### config.mk
export PLATFORM = sky130hd
export DESIGN_NAME = morse_text_encoder
export DESIGN_NICKNAME = d
export VERILOG_FILES = /design/src/hdl/mte_pkg.sv /design/src/hdl/morse_text_encoder.sv
export SDC_FILE = /design/constraint.sdc
export NUM_CORES = 1
export LEC_CHECK = 0
export ABC_AREA = 1
export BUFFER_PORTS_ARGS = -buffer_cell sky130_fd_sc_hd__buf_2
export CAP_MARGIN = 20
export CORE_UTILIZATION = 50
export CTS_BUF_LIST = sky130_fd_sc_hd__clkbuf_4
export DETAILED_ROUTE_END_ITERATION = 12
export PLACE_DENSITY = 0.74
export SKIP_CTS_REPAIR_TIMING = 1
export SLEW_MARGIN = 15
export SYNTH_ARGS = -nofsm -noshare
export SYNTH_HDL_FRONTEND = slang
export SYNTH_SLANG_ARGS = --single-unit
### constraint.sdc
create_clock -name clk -period 4.41 [get_ports clk]
set_input_delay 0.441 -clock clk [delete_from_list [all_inputs] [get_ports clk]]
set_output_delay 0.441 -clock clk [all_outputs]
set_load 0.02 [all_outputs]
### src/hdl/mte_pkg.sv
// Package for the Morse text encoder: symbol codes, character constants,
// code tables and the character lookup function. No dependencies.
package mte_pkg;

  typedef logic [1:0] sym_t;

  localparam sym_t SYM_DOT        = 2'd0;
  localparam sym_t SYM_DASH       = 2'd1;
  localparam sym_t SYM_LETTER_GAP = 2'd2;
  localparam sym_t SYM_WORD_GAP   = 2'd3;

  localparam logic [7:0] CH_SPACE     = 8'h20;
  localparam logic [7:0] CH_COMMA     = 8'h2C;
  localparam logic [7:0] CH_HYPHEN    = 8'h2D;
  localparam logic [7:0] CH_PERIOD    = 8'h2E;
  localparam logic [7:0] CH_SLASH     = 8'h2F;
  localparam logic [7:0] CH_DIGIT_0   = 8'h30;
  localparam logic [7:0] CH_DIGIT_9   = 8'h39;
  localparam logic [7:0] CH_COLON     = 8'h3A;
  localparam logic [7:0] CH_SEMICOLON = 8'h3B;
  localparam logic [7:0] CH_QUESTION  = 8'h3F;
  localparam logic [7:0] CH_UPPER_A   = 8'h41;
  localparam logic [7:0] CH_UPPER_Z   = 8'h5A;
  localparam logic [7:0] CH_LOWER_A   = 8'h61;
  localparam logic [7:0] CH_LOWER_Z   = 8'h7A;
  localparam logic [7:0] CH_YO_UPPER  = 8'hA8;
  localparam logic [7:0] CH_YO_LOWER  = 8'hB8;
  localparam logic [7:0] CH_CYR_FIRST = 8'hC0;

  localparam int MAX_SYMS = 8;
  localparam int CNT_W    = $clog2(MAX_SYMS + 1);
  localparam int PAT_LEN  = MAX_SYMS - 1;

  localparam int CYR_IE = 5;

  // dash bits are left-justified: first symbol in the MSB, 1 = dash
  typedef struct packed {
    logic [2:0]         len;
    logic [PAT_LEN-1:0] dash;
  } pat_t;

  typedef struct packed {
    logic [CNT_W-1:0]      cnt;
    logic [2*MAX_SYMS-1:0] syms;
  } entry_t;

  localparam pat_t CYR_PAT [32] = '{
    '{3'd2, 7'b0100000}, '{3'd4, 7'b1000000}, '{3'd3, 7'b0110000}, '{3'd3, 7'b1100000},
    '{3'd3, 7'b1000000}, '{3'd1, 7'b0000000}, '{3'd4, 7'b0001000}, '{3'd4, 7'b1100000},
    '{3'd2, 7'b0000000}, '{3'd4, 7'b0111000}, '{3'd3, 7'b1010000}, '{3'd4, 7'b0100000},
    '{3'd2, 7'b1100000}, '{3'd2, 7'b1000000}, '{3'd3, 7'b1110000}, '{3'd4, 7'b0110000},
    '{3'd3, 7'b0100000}, '{3'd3, 7'b0000000}, '{3'd1, 7'b1000000}, '{3'd3, 7'b0010000},
    '{3'd4, 7'b0010000}, '{3'd4, 7'b0000000}, '{3'd4, 7'b1010000}, '{3'd4, 7'b1110000},
    '{3'd4, 7'b1111000}, '{3'd4, 7'b1101000}, '{3'd6, 7'b0110100}, '{3'd4, 7'b1011000},
    '{3'd4, 7'b1001000}, '{3'd7, 7'b0001000}, '{3'd4, 7'b0011000}, '{3'd4, 7'b0101000}
  };

  localparam logic [4:0] LATIN_TO_CYR [26] = '{
    5'd0,  5'd1,  5'd22, 5'd4,  5'd5,  5'd20, 5'd3,  5'd21, 5'd8,  5'd9,  5'd10, 5'd11, 5'd12,
    5'd13, 5'd14, 5'd15, 5'd25, 5'd16, 5'd17, 5'd18, 5'd19, 5'd6,  5'd2,  5'd28, 5'd27, 5'd7
  };

  localparam pat_t DIGIT_PAT [10] = '{
    '{3'd5, 7'b1111100}, '{3'd5, 7'b0111100}, '{3'd5, 7'b0011100}, '{3'd5, 7'b0001100},
    '{3'd5, 7'b0000100}, '{3'd5, 7'b0000000}, '{3'd5, 7'b1000000}, '{3'd5, 7'b1100000},
    '{3'd5, 7'b1110000}, '{3'd5, 7'b1111000}
  };

  localparam pat_t PAT_PERIOD    = '{3'd6, 7'b0101010};
  localparam pat_t PAT_COMMA     = '{3'd6, 7'b1100110};
  localparam pat_t PAT_COLON     = '{3'd6, 7'b1110000};
  localparam pat_t PAT_QUESTION  = '{3'd6, 7'b0011000};
  localparam pat_t PAT_HYPHEN    = '{3'd6, 7'b1000010};
  localparam pat_t PAT_SLASH     = '{3'd5, 7'b1001000};
  localparam pat_t PAT_SEMICOLON = '{3'd6, 7'b1010100};

  // full symbol run for one character; cnt of zero means no output
  function automatic entry_t lookup(input logic [7:0] c);
    pat_t       p;
    logic       hit;
    logic [7:0] off;
    entry_t     e;
    hit = 1'b1;
    p   = '0;
    off = '0;
    e   = '0;
    if (c >= CH_CYR_FIRST) begin
      p = CYR_PAT[c[4:0]];
    end else if (c == CH_YO_UPPER || c == CH_YO_LOWER) begin
      p = CYR_PAT[CYR_IE];
    end else if (c >= CH_UPPER_A && c <= CH_UPPER_Z) begin
      off = c - CH_UPPER_A;
      p   = CYR_PAT[LATIN_TO_CYR[off[4:0]]];
    end else if (c >= CH_LOWER_A && c <= CH_LOWER_Z) begin
      off = c - CH_LOWER_A;
      p   = CYR_PAT[LATIN_TO_CYR[off[4:0]]];
    end else if (c >= CH_DIGIT_0 && c <= CH_DIGIT_9) begin
      off = c - CH_DIGIT_0;
      p   = DIGIT_PAT[off[3:0]];
    end else begin
      case (c)
        CH_PERIOD:    p = PAT_PERIOD;
        CH_COMMA:     p = PAT_COMMA;
        CH_COLON:     p = PAT_COLON;
        CH_QUESTION:  p = PAT_QUESTION;
        CH_HYPHEN:    p = PAT_HYPHEN;
        CH_SLASH:     p = PAT_SLASH;
        CH_SEMICOLON: p = PAT_SEMICOLON;
        default:      hit = 1'b0;
      endcase
    end
    if (c == CH_SPACE) begin
      e.cnt        = CNT_W'(2);
      e.syms[1:0]  = SYM_WORD_GAP;
      e.syms[3:2]  = SYM_LETTER_GAP;
    end else if (hit) begin
      e.cnt = CNT_W'(p.len) + CNT_W'(1);
      for (int i = 0; i < MAX_SYMS; i++) begin
        if (3'(i) < p.len) begin
          e.syms[2*i +: 2] = p.dash[PAT_LEN-1-i] ? SYM_DASH : SYM_DOT;
        end else if (3'(i) == p.len) begin
          e.syms[2*i +: 2] = SYM_LETTER_GAP;
        end
      end
    end
    return e;
  endfunction

endpackage

### src/hdl/morse_text_encoder.sv
// Morse text encoder top level: code table read stage and symbol serializer.
// Depends on mte_pkg.
//
// One character byte in Windows-1251 coding enters per accepted item. Its
// code is read from the character table into a registered lookup stage,
// then the serializer emits one symbol item per cycle while sym_stall is low:
// the dots and dashes followed by a letter gap flagged by last, or a word gap
// and a letter gap for a space. A character therefore occupies 2 to 8 symbol
// items on the output port (run length plus one); bytes without a code give no
// symbol. The serializer output register sets the rate: a new character is
// taken while the previous run is still being sent, so runs follow each other
// back to back.
module morse_text_encoder (
  input  logic              clk,
  input  logic              rst,
  input  logic              char_valid,
  output logic              char_stall,
  input  logic [7:0]        char_code,
  output logic              sym_valid,
  input  logic              sym_stall,
  output mte_pkg::sym_t     symbol,
  output logic              last
);
  import mte_pkg::*;

  logic                  a_valid;
  entry_t                a_entry;
  logic                  b_valid;
  logic [2*MAX_SYMS-1:0] b_syms;
  logic [CNT_W-1:0]      b_left;

  logic char_accept;
  logic sym_accept;
  logic b_last;
  logic b_free;
  logic a_move;
  logic a_empty;

  assign b_last      = (b_left == CNT_W'(1));
  assign sym_accept  = b_valid && !sym_stall;
  assign b_free      = !b_valid || (sym_accept && b_last);
  assign a_empty     = (a_entry.cnt == '0);
  assign a_move      = a_valid && (a_empty || b_free);
  assign char_stall  = a_valid && !a_move;
  assign char_accept = char_valid && !char_stall;

  assign sym_valid = b_valid;
  assign symbol    = b_syms[1:0];
  assign last      = b_last;

  // table read
  always_ff @(posedge clk) begin
    if (rst) begin
      a_valid <= 1'b0;
    end else if (char_accept) begin
      a_valid <= 1'b1;
    end else if (a_move) begin
      a_valid <= 1'b0;
    end
    if (char_accept) begin
      a_entry <= lookup(char_code);
    end
  end

  // serializer
  always_ff @(posedge clk) begin
    if (rst) begin
      b_valid <= 1'b0;
    end else if (a_move && !a_empty) begin
      b_valid <= 1'b1;
    end else if (sym_accept && b_last) begin
      b_valid <= 1'b0;
    end
    if (a_move && !a_empty) begin
      b_syms <= a_entry.syms;
      b_left <= a_entry.cnt;
    end else if (sym_accept) begin
      b_syms <= b_syms >> 2;
      b_left <= b_left - CNT_W'(1);
    end
  end

endmodule

==> results.yml, run 1 <==
cells_and_area:
  seq_area_um2: 1120
  drive_above_1_share_pct: 17.0
  antennaDiodeCount: 0
  syn2layout_area_growth_pct: 4.37
  multi_input_area_um2: 2010
  fillCellCount: 609
  finalInstanceArea_um2: 3580
  nets: 495
drt:
  wl_met3_um: 332
  antenna_left: 0
  wl_met1_um: 3350
  wl_um: 7720
  dr.pass1.iters: 8
  drc_errors: 1
  dr.max_layer_used: "met4"
  drt_iter0_markers: 195
  vias_per_cell: 5.70
  route.met2.wl_um: 3800
  wire_per_inst_um: 14.4
  route.vias.total: 3051
setup_path:
  crit_fanout: 11
  critical_path_required_ps: 4490
  cp.arrival_ps: 3740
  cp-start-kind: "primary input"
  path_class: "in -> reg"
  worstSetupEndpointType: "flip-flop"
yosys:
  synthFlopType: "edfxtp_1"
  synthesis.area_um2: 3430
  ys_seq_area_share_pct: 32.6
  yosysUniqueCellTypes: 45
  yosys-top-cells-area: "edfxtp_1 31%, nand2_1 10%, ha_1 9.1%"
  syn_area_per_cell_um2: 7.68
  netlist_instances: 447
  yosysWarnings: 0
  ys_ff_latch: 38
  async_reset_ff_share_pct: 0
  synth_edf_count: 36
  synthTopCellsByCount: "96 x nand2_1, 45 x nand3_1, 44 x inv_1"
  synth_top_cell_area_share_pct: 31.5
  yosysMostFrequentCell: "nand2_1"
  yosysTopAreaCell: "edfxtp_1"
  syn_nets: 484
sta:
  rsz0062_at_grt: "no"
  fmax_mhz: 274
  fin_crit_sh_pct: 82.8
  fin_skew_ps: 2.11
  slew_headroom_pct: 50.0
  tightestPinTransition_ps: 748
  finalHoldViolations: 0
  fin_setup_tns_ps: 0
  setup_viol: 0
  layout_min_cycle_time_ps: 3650
  layout_setup_ws_ps: 757
  slew_violations: 0
run_status:
  outcome: "complete, but fails checks"
  violations: "design-rule violations"
grt:
  grt_max_degree: 22
  grt_pass1_wl_um: 13100
  antenna_found_initial: 0
  overflow: 0
  grt_pass1_vias: 2871
  gr-usage-all-layers_pct: 22.6
floorplan:
  start_util_pct: 52.9
  fp.dieArea_um2: 7200
  die_y_um: 84.9
  placementRows: 29
  io_pins: 17
  core_area_um2: 6490
  die_w_um: 84.9
worst_hold_path:
  worstHoldPathType: "in -> reg"
placement:
  dp_hpwl_um: 6010
  placed_area_um2: 3530
  portBuffers: 16
  place_ws_ps: 416
  place.gp.congestion: 0.970
pwr:
  powerDensity_nw_per_um2: 265
  total_leakage_power_nw: 1.63
  vdd_ir_drop_max_uv: 101
clocking:
  path_clk_slew_ps: 90
  clock_path_buffers: 2
  cts_tree: "built"
  cts_root_buf: "clkbuf_4"
  clkSinkCount: 38
  cts_max_level: 2
  clk_latency_ps: 330
  cts_inserted_buffers: 5
flow_run:
  cap_viol_max_count: 0
[placed cells by master, fill, tap and decap left out, types with 2 or more instances in the layout]
master and n:
nor3_1 6, edfxtp_1 36, dfxtp_1 2, nand4_1 6
xor2_1 2, a21oi_1 16, o21ai_1 7, clkbuf_4 7
ha_1 25, nand3_2 5, mux2_2 14, o21ai_0 33
inv_1 44, nand2_4 5, inv_2 8, nand2_2 10
o311ai_0 2, a22oi_1 2, buf_4 2, nand3_1 45
a221oi_1 2, nand2_1 96, nor3_2 2, inv_4 2
nor2_1 43, buf_2 16, o211ai_1 2, nor2_2 2
[worst max-delay path, cell delays in order]
cell and delay [ps]:
buf_2 160, inv_1 210, ha_1 450, inv_1 150, nand2_2 100, nand2_1 90
o21ai_0 170, nand2_1 80, nand3_2 160, clkinv_1 180, ha_1 250, inv_1 50
nor2_1 40, nand2_1 90, nand2_1 60, nor2_1 80, nor2_1 40, nand2_1 70
nand3_2 110, nand2_4 130, inv_2 60, ha_1 170, ha_1 270, inv_1 60
nor2_1 40
[cells by family after synthesis]
logic type                 Yosys count  synth area share [%]
buffers and inverters               69                  8.89
DFF                                 38                  32.6
AOI/OAI and AO/OA                   74                  13.3
muxes                               14                  4.59
adders and majority gates           25                  9.11
and+or+nand+nor                    225                  31.0
xor gates and xnor gates             2                 0.510
[worst paths after layout]
check                  startpoint                        end  slack [ps]  depth (start not counted)
max                  char_code[1]  a_entry[18]$_SDFFCE_PP0P_         760                         25
min                           rst     sym_valid$_SDFFE_PP0P_         270                          2
max reg2reg   b_left[1]$_DFFE_PP_        b_syms[2]$_DFFE_PP_        2030                          7
min reg2reg  a_valid$_SDFFE_PP0P_     sym_valid$_SDFFE_PP0P_         560                          4
[layer usage]
layer	vias up	global-route usage, %
met3	16	1.65
met2	109	39.8
met5	-	0
li1	1529	-
met1	1397	28.0
met4	0	11.7
[stage by stage]
step / power, mW / hold WS (ps) / util (%) / cells
2_1_floorplan: 0.714 / 507 / - / 447
3_3_place_gp: 0.776 / 523 / 54.4 / 528
3_5_place_dp: 0.783 / 532 / 54.4 / 528
4_1_cts: 0.952 / 249 / 55.2 / 535
5_1_grt: 1.01 / 252 / 55.2 / 535
6_report: 0.950 / 271 / 55.2 / 535
[where the power goes]
part           internal [mW]  switching, mW  leakage (nW)
sequential             0.439         0.0110         0.371
clock                 0.0724         0.0989        0.0322
combinational          0.110          0.219          1.23
total                  0.621          0.329          1.63
[flip-flops by register name (all words and copies together) (netlist names)]
name,flops
a_entry,18
b_syms,14
b_left,4
a_valid,1
sym_valid,1
[area by class of cell]
cell class                 instances  area share [%]
multi-input combinational        340            56.0
sequential                        38            31.3
inverter                          55            5.90
tap                               77            2.69
timing repair buffer              18            2.65
clock buffer                       7            1.47
Note: power is estimated with default switching activity, not from simulation.
==> run 2, diff against run 1 <==
==> constraint.sdc (replaced) <==
create_clock -name clk -period 3.79 [get_ports clk]
set_input_delay 0.379 -clock clk [delete_from_list [all_inputs] [get_ports clk]]
set_output_delay 0.379 -clock clk [all_outputs]
set_load 0.02 [all_outputs]
==> run 2 against run 1 <==
  * The run still ends with design-rule violations left
  * Count of clock-buffer cells in the layout down 1
  * Sequential cell count unchanged
  * Worst setup slack worse by 260 ps
  * Non-clock buffer count up 9
  * Critical path type unchanged
==> results.yml, run 2 (same netlist as run 1, synthesis figures left out) <==
run_status:
  outcome: "complete, but fails checks"
  violations: "design-rule violations"
grt:
  grt_busiest_layer: "met2"
  grt_use_met2_pct: 40.9
  gr-usage-all-layers_pct: 23.1
  grt_pass1_vias: 2889
  grt_pass1_wl_um: 13400
  grt_max_degree: 22
  met3_usage_pct: 2.63
  antenna_found_initial: 0
  overflow: 0
  grt_use_met1_pct: 28.5
pwr:
  p_total_mw: 1.11
  total_leakage_power_nw: 1.68
  vdd_ir_drop_max_uv: 102
  powerDensity_nw_per_um2: 305
drt:
  wire_per_inst_um: 14.4
  vias_per_cell: 5.69
  drc_errors: 1
  drt_iter0_markers: 188
  wl_um: 7820
  antenna_left: 0
  route.vias.total: 3100
  dr.pass1.iters: 11
setup_path:
  cpMaxStageDelayCell: "ha_1"
  crit_family: "simple AND/OR/NAND/NOR gates"
  cp-start-kind: "primary input"
  worstSetupEndpointType: "flip-flop"
  reg2reg_to: "b_syms[4]$_DFFE_PP_"
  cpPeakStageDelay_ps: 270
  cp.arrival_ps: 3390
  crit_fanout: 11
  rrSetupSlack_ps: 1440
  crit_buf_inv: 7
  crit_top_cell: "nand2_1"
  path_class: "in -> reg"
  ff2ff_path_depth: 7
  rr_startpoint: "b_left[1]$_DFFE_PP_"
  critical_path_required_ps: 3880
floorplan:
  die_y_um: 84.9
  die_w_um: 84.9
  start_util_pct: 52.9
  fp.dieArea_um2: 7200
  core_area_um2: 6490
  io_pins: 17
  placementRows: 29
cells_and_area:
  layout_common_cells: "96 x nand2_1, 45 x nand3_1, 44 x inv_1, 43 x nor2_1, 36 x edfxtp_1"
  final_common_cell: "nand2_1"
  drive_above_1_share_pct: 18.6
  nets: 504
  fillCellCount: 604
  antennaDiodeCount: 0
  syn2layout_area_growth_pct: 6.38
  largest_register_ffs: 18
  fin_util_pct: 56.3
  top_register: "a_entry"
  reg.largest.list: "a_entry x18, b_syms x14, b_left x4"
clocking:
  cts_root_buf: "clkbuf_4"
  clock_path_buffers: 2
  clkSinkCount: 38
  cts_max_level: 2
  path_clk_slew_ps: 110
  clk_latency_ps: 340
  cts_tree: "built"
  cts_inserted_buffers: 5
worst_hold_path:
  hp-start: "rst"
  worstHoldPathType: "in -> reg"
  min_to: "a_valid$_SDFFE_PP0P_"
  hold_depth: 2
placement:
  dp_hpwl_um: 6120
  place.gp.congestion: 0.910
  portBuffers: 16
sta:
  layout_min_cycle_time_ps: 3290
  tightestPinTransition_ps: 757
  setup_viol: 0
  slew_violations: 0
  slew_headroom_pct: 49.4
  rsz0062_at_grt: "no"
  finalHoldViolations: 0
  fmax_mhz: 304
  fin_setup_tns_ps: 0
  fin_crit_sh_pct: 86.9
  fin_skew_ps: 9.52
flow_run:
  cap_viol_max_count: 0
run 2: metal layers:
| metal | share of wire [%] | wire length (µm) |
|---|---|---|
| met3 | 3.7 | 292 |
| met2 | 50 | 3920 |
| met1 | 44 | 3400 |
| met4 | 2.7 | 210 |
| met5 | 0 | 0 |
run 2: worst max path at each step:
stage	slack [ps]	cells past startpoint	end	from
CTS	520	27	a_entry[18]$_SDFFCE_PP0P_	char_code[1]
finish	500	27	a_entry[18]$_SDFFCE_PP0P_	char_code[1]
detailed placement	160	27	a_entry[18]$_SDFFCE_PP0P_	char_code[1]
global route	190	26	a_entry[1]$_SDFFCE_PN1P_	char_code[1]
floorplan	480	24	a_entry[18]$_SDFFCE_PP0P_	char_code[0]
global placement	240	25	a_entry[18]$_SDFFCE_PP0P_	char_code[1]
run 2: report_power, final:
part | switching (mW) | internal (mW) | leakage [nW]
Clock | 0.120 | 0.0768 | 0.0331
Sequential | 0.0125 | 0.510 | 0.371
Combinational | 0.258 | 0.136 | 1.27
run 2: through the flow:
stage	cell area, µm²	hold WS (ps)	cells	worst slack [ps]
after floorplan	3430	448	447	482
after global placement	3600	527	537	240
after detailed placement	3600	529	537	158
after CTS	3650	181	545	519
after global routing	3650	168	545	190
final	3650	198	545	496
run 2: layout make-up:
type | instances | area [µm²] | area share, %
multi-input cells | 340 | 2010 | 55.0
flip-flops and latches | 38 | 1120 | 30.7
inverters | 55 | 211 | 5.79
repair buffers | 27 | 163 | 4.45
well taps | 77 | 96.3 | 2.64
clock buffers | 6 | 45.0 | 1.23
clock inverters | 2 | 8.76 | 0.240
run 2: worst register-to-register path, stage by stage (launching register included):
cell and delay (ps):
edfxtp_1 400, inv_1 90, ha_1 140, nand2_1 80, o21ai_0 300, nand2_1 520
o21ai_1 240, buf_4 280
==> run 3, diff against run 2 <==
--- a/config.mk
+++ b/config.mk
@@ -8,10 +8,10 @@
 export ABC_AREA = 1
 export BUFFER_PORTS_ARGS = -buffer_cell sky130_fd_sc_hd__buf_2
 export CAP_MARGIN = 20
-export CORE_UTILIZATION = 50
+export CORE_UTILIZATION = 40
 export CTS_BUF_LIST = sky130_fd_sc_hd__clkbuf_4
 export DETAILED_ROUTE_END_ITERATION = 12
-export PLACE_DENSITY = 0.74
+export PLACE_DENSITY = 0.63
 export SKIP_CTS_REPAIR_TIMING = 1
 export SLEW_MARGIN = 15
 export SYNTH_ARGS = -nofsm -noshare
==> run 3 against run 2 <==
  * The run now ends clean
  * Routed wire length increased by 0.59%
  * Final cell count rose by 5.3%
  * Final area grew 1.2%
  * Critical path depth fell by 2
  * First-iteration DRC count rose by 8.5%
  * Register-to-register slack better by 20 ps
  * Sequential share of layout area down 0.35 points
  * Worst setup slack got worse by 46 ps
  * Critical path type unchanged
  * Largest power group unchanged
==> results.yml, run 3 (same netlist as run 1, synthesis figures left out) <==
drt:
  route.vias.total: 3087
  drc_errors: 0
  dr.pass1.iters: 5
  vias_per_cell: 5.38
  drt_iter0_markers: 204
  wire_per_inst_um: 13.7
  wl_um: 7870
  antenna_left: 0
cells_and_area:
  final_cells: 574
  reg.largest.list: "a_entry x18, b_syms x14, b_left x4"
  drive_above_1_share_pct: 18.8
  layout_common_cells: "96 x nand2_1, 45 x nand3_1, 44 x inv_1, 43 x nor2_1, 36 x edfxtp_1"
  fin_util_pct: 44.8
  nets: 505
  largest_register_ffs: 18
  antennaDiodeCount: 0
  top_register: "a_entry"
  syn2layout_area_growth_pct: 7.61
  final_common_cell: "nand2_1"
  finalInstanceArea_um2: 3700
sta:
  layout_min_cycle_time_ps: 3340
  finalHoldViolations: 0
  fin_skew_ps: 13.0
  tightestPinTransition_ps: 753
  holdWs_ps: 191
  fmax_mhz: 299
  setup_viol: 0
  fin_setup_tns_ps: 0
  slew_violations: 0
  layout_setup_ws_ps: 450
  fin_crit_sh_pct: 88.1
  slew_headroom_pct: 49.6
  rsz0062_at_grt: "no"
grt:
  gr-usage-all-layers_pct: 19.4
  overflow: 0
  met3_usage_pct: 2.58
  grt_pass1_vias: 2917
  grt_pass1_wl_um: 13800
  grt_busiest_layer: "met2"
  grt_use_met2_pct: 33.0
  antenna_found_initial: 0
  grt_max_degree: 22
  grt_use_met1_pct: 23.7
floorplan:
  die_y_um: 94.7
  placementRows: 33
  die_w_um: 94.7
  fp.dieArea_um2: 8960
  io_pins: 17
  core_area_um2: 8260
  start_util_pct: 41.6
setup_path:
  cpMaxStageDelayCell: "ha_1"
  crit_family: "adder cells"
  critical_path_required_ps: 3880
  crit_top_cell: "nand2_1"
  worstSetupEndpointType: "flip-flop"
  cp.arrival_ps: 3430
  crit_buf_inv: 7
  crit_fanout: 11
  cp-start-kind: "primary input"
  path_class: "in -> reg"
  cpPeakStageDelay_ps: 350
placement:
  placedCellCount: 566
  portBuffers: 16
  dp_hpwl_um: 6170
  placed_area_um2: 3640
  place.gp.congestion: 0.957
  place_ws_ps: 105
pwr:
  vdd_ir_drop_max_uv: 107
  powerDensity_nw_per_um2: 302
  p_total_mw: 1.12
  total_leakage_power_nw: 1.68
clocking:
  cts_inserted_buffers: 5
  clk_latency_ps: 340
  cts_tree: "built"
  path_clk_slew_ps: 110
  cts_max_level: 2
  clkSinkCount: 38
  cts_root_buf: "clkbuf_4"
  clock_path_buffers: 2
flow_run:
  cap_viol_max_count: 0
run_status:
  outcome: "finished clean"
worst_hold_path:
  worstHoldPathType: "in -> reg"
-- run 3: power breakdown --
group	leakage, nW	switching, mW	internal, mW
Combinational	1.28	0.257	0.137
Sequential	0.371	0.0121	0.510
Clock	0.0331	0.122	0.0768
-- run 3: per-layer routing --
layer	vias up	routed length [µm]	share of wire [%]
met5	-	0	0
met4	0	290	3.7
met3	26	364	4.6
met2	115	3770	48
met1	1391	3450	44
li1	1555	-	-
-- run 3: final cells by class --
cell class                      count  area (µm²)
Tap cell                          105         131
Clock buffer                        6        45.0
Timing Repair Buffer               28         170
Fill cell                         838        4560
Inverter                           55         211
Sequential cell                    38        1120
Multi-Input combinational cell    340        2010
Clock inverter                      2        8.76
-- run 3: final timing paths --
path,cells after the start,startpoint,slack [ps],end
setup reg to reg,7,b_left[1]$_DFFE_PP_,1460,b_syms[9]$_DFFE_PP_
hold reg to reg,4,a_valid$_SDFFE_PP0P_,540,sym_valid$_SDFFE_PP0P_
hold / removal,2,rst,190,sym_valid$_SDFFE_PP0P_
setup / recovery,25,char_code[1],450,a_entry[18]$_SDFFCE_PP0P_
-- run 3: worst reg2reg max path, cell delays in order (launching register included) --
cell and delay (ps):
edfxtp_1 400, inv_1 80, ha_1 130, nand2_1 70, o21ai_0 290, nand2_1 520, o21ai_1 230, buf_4 290
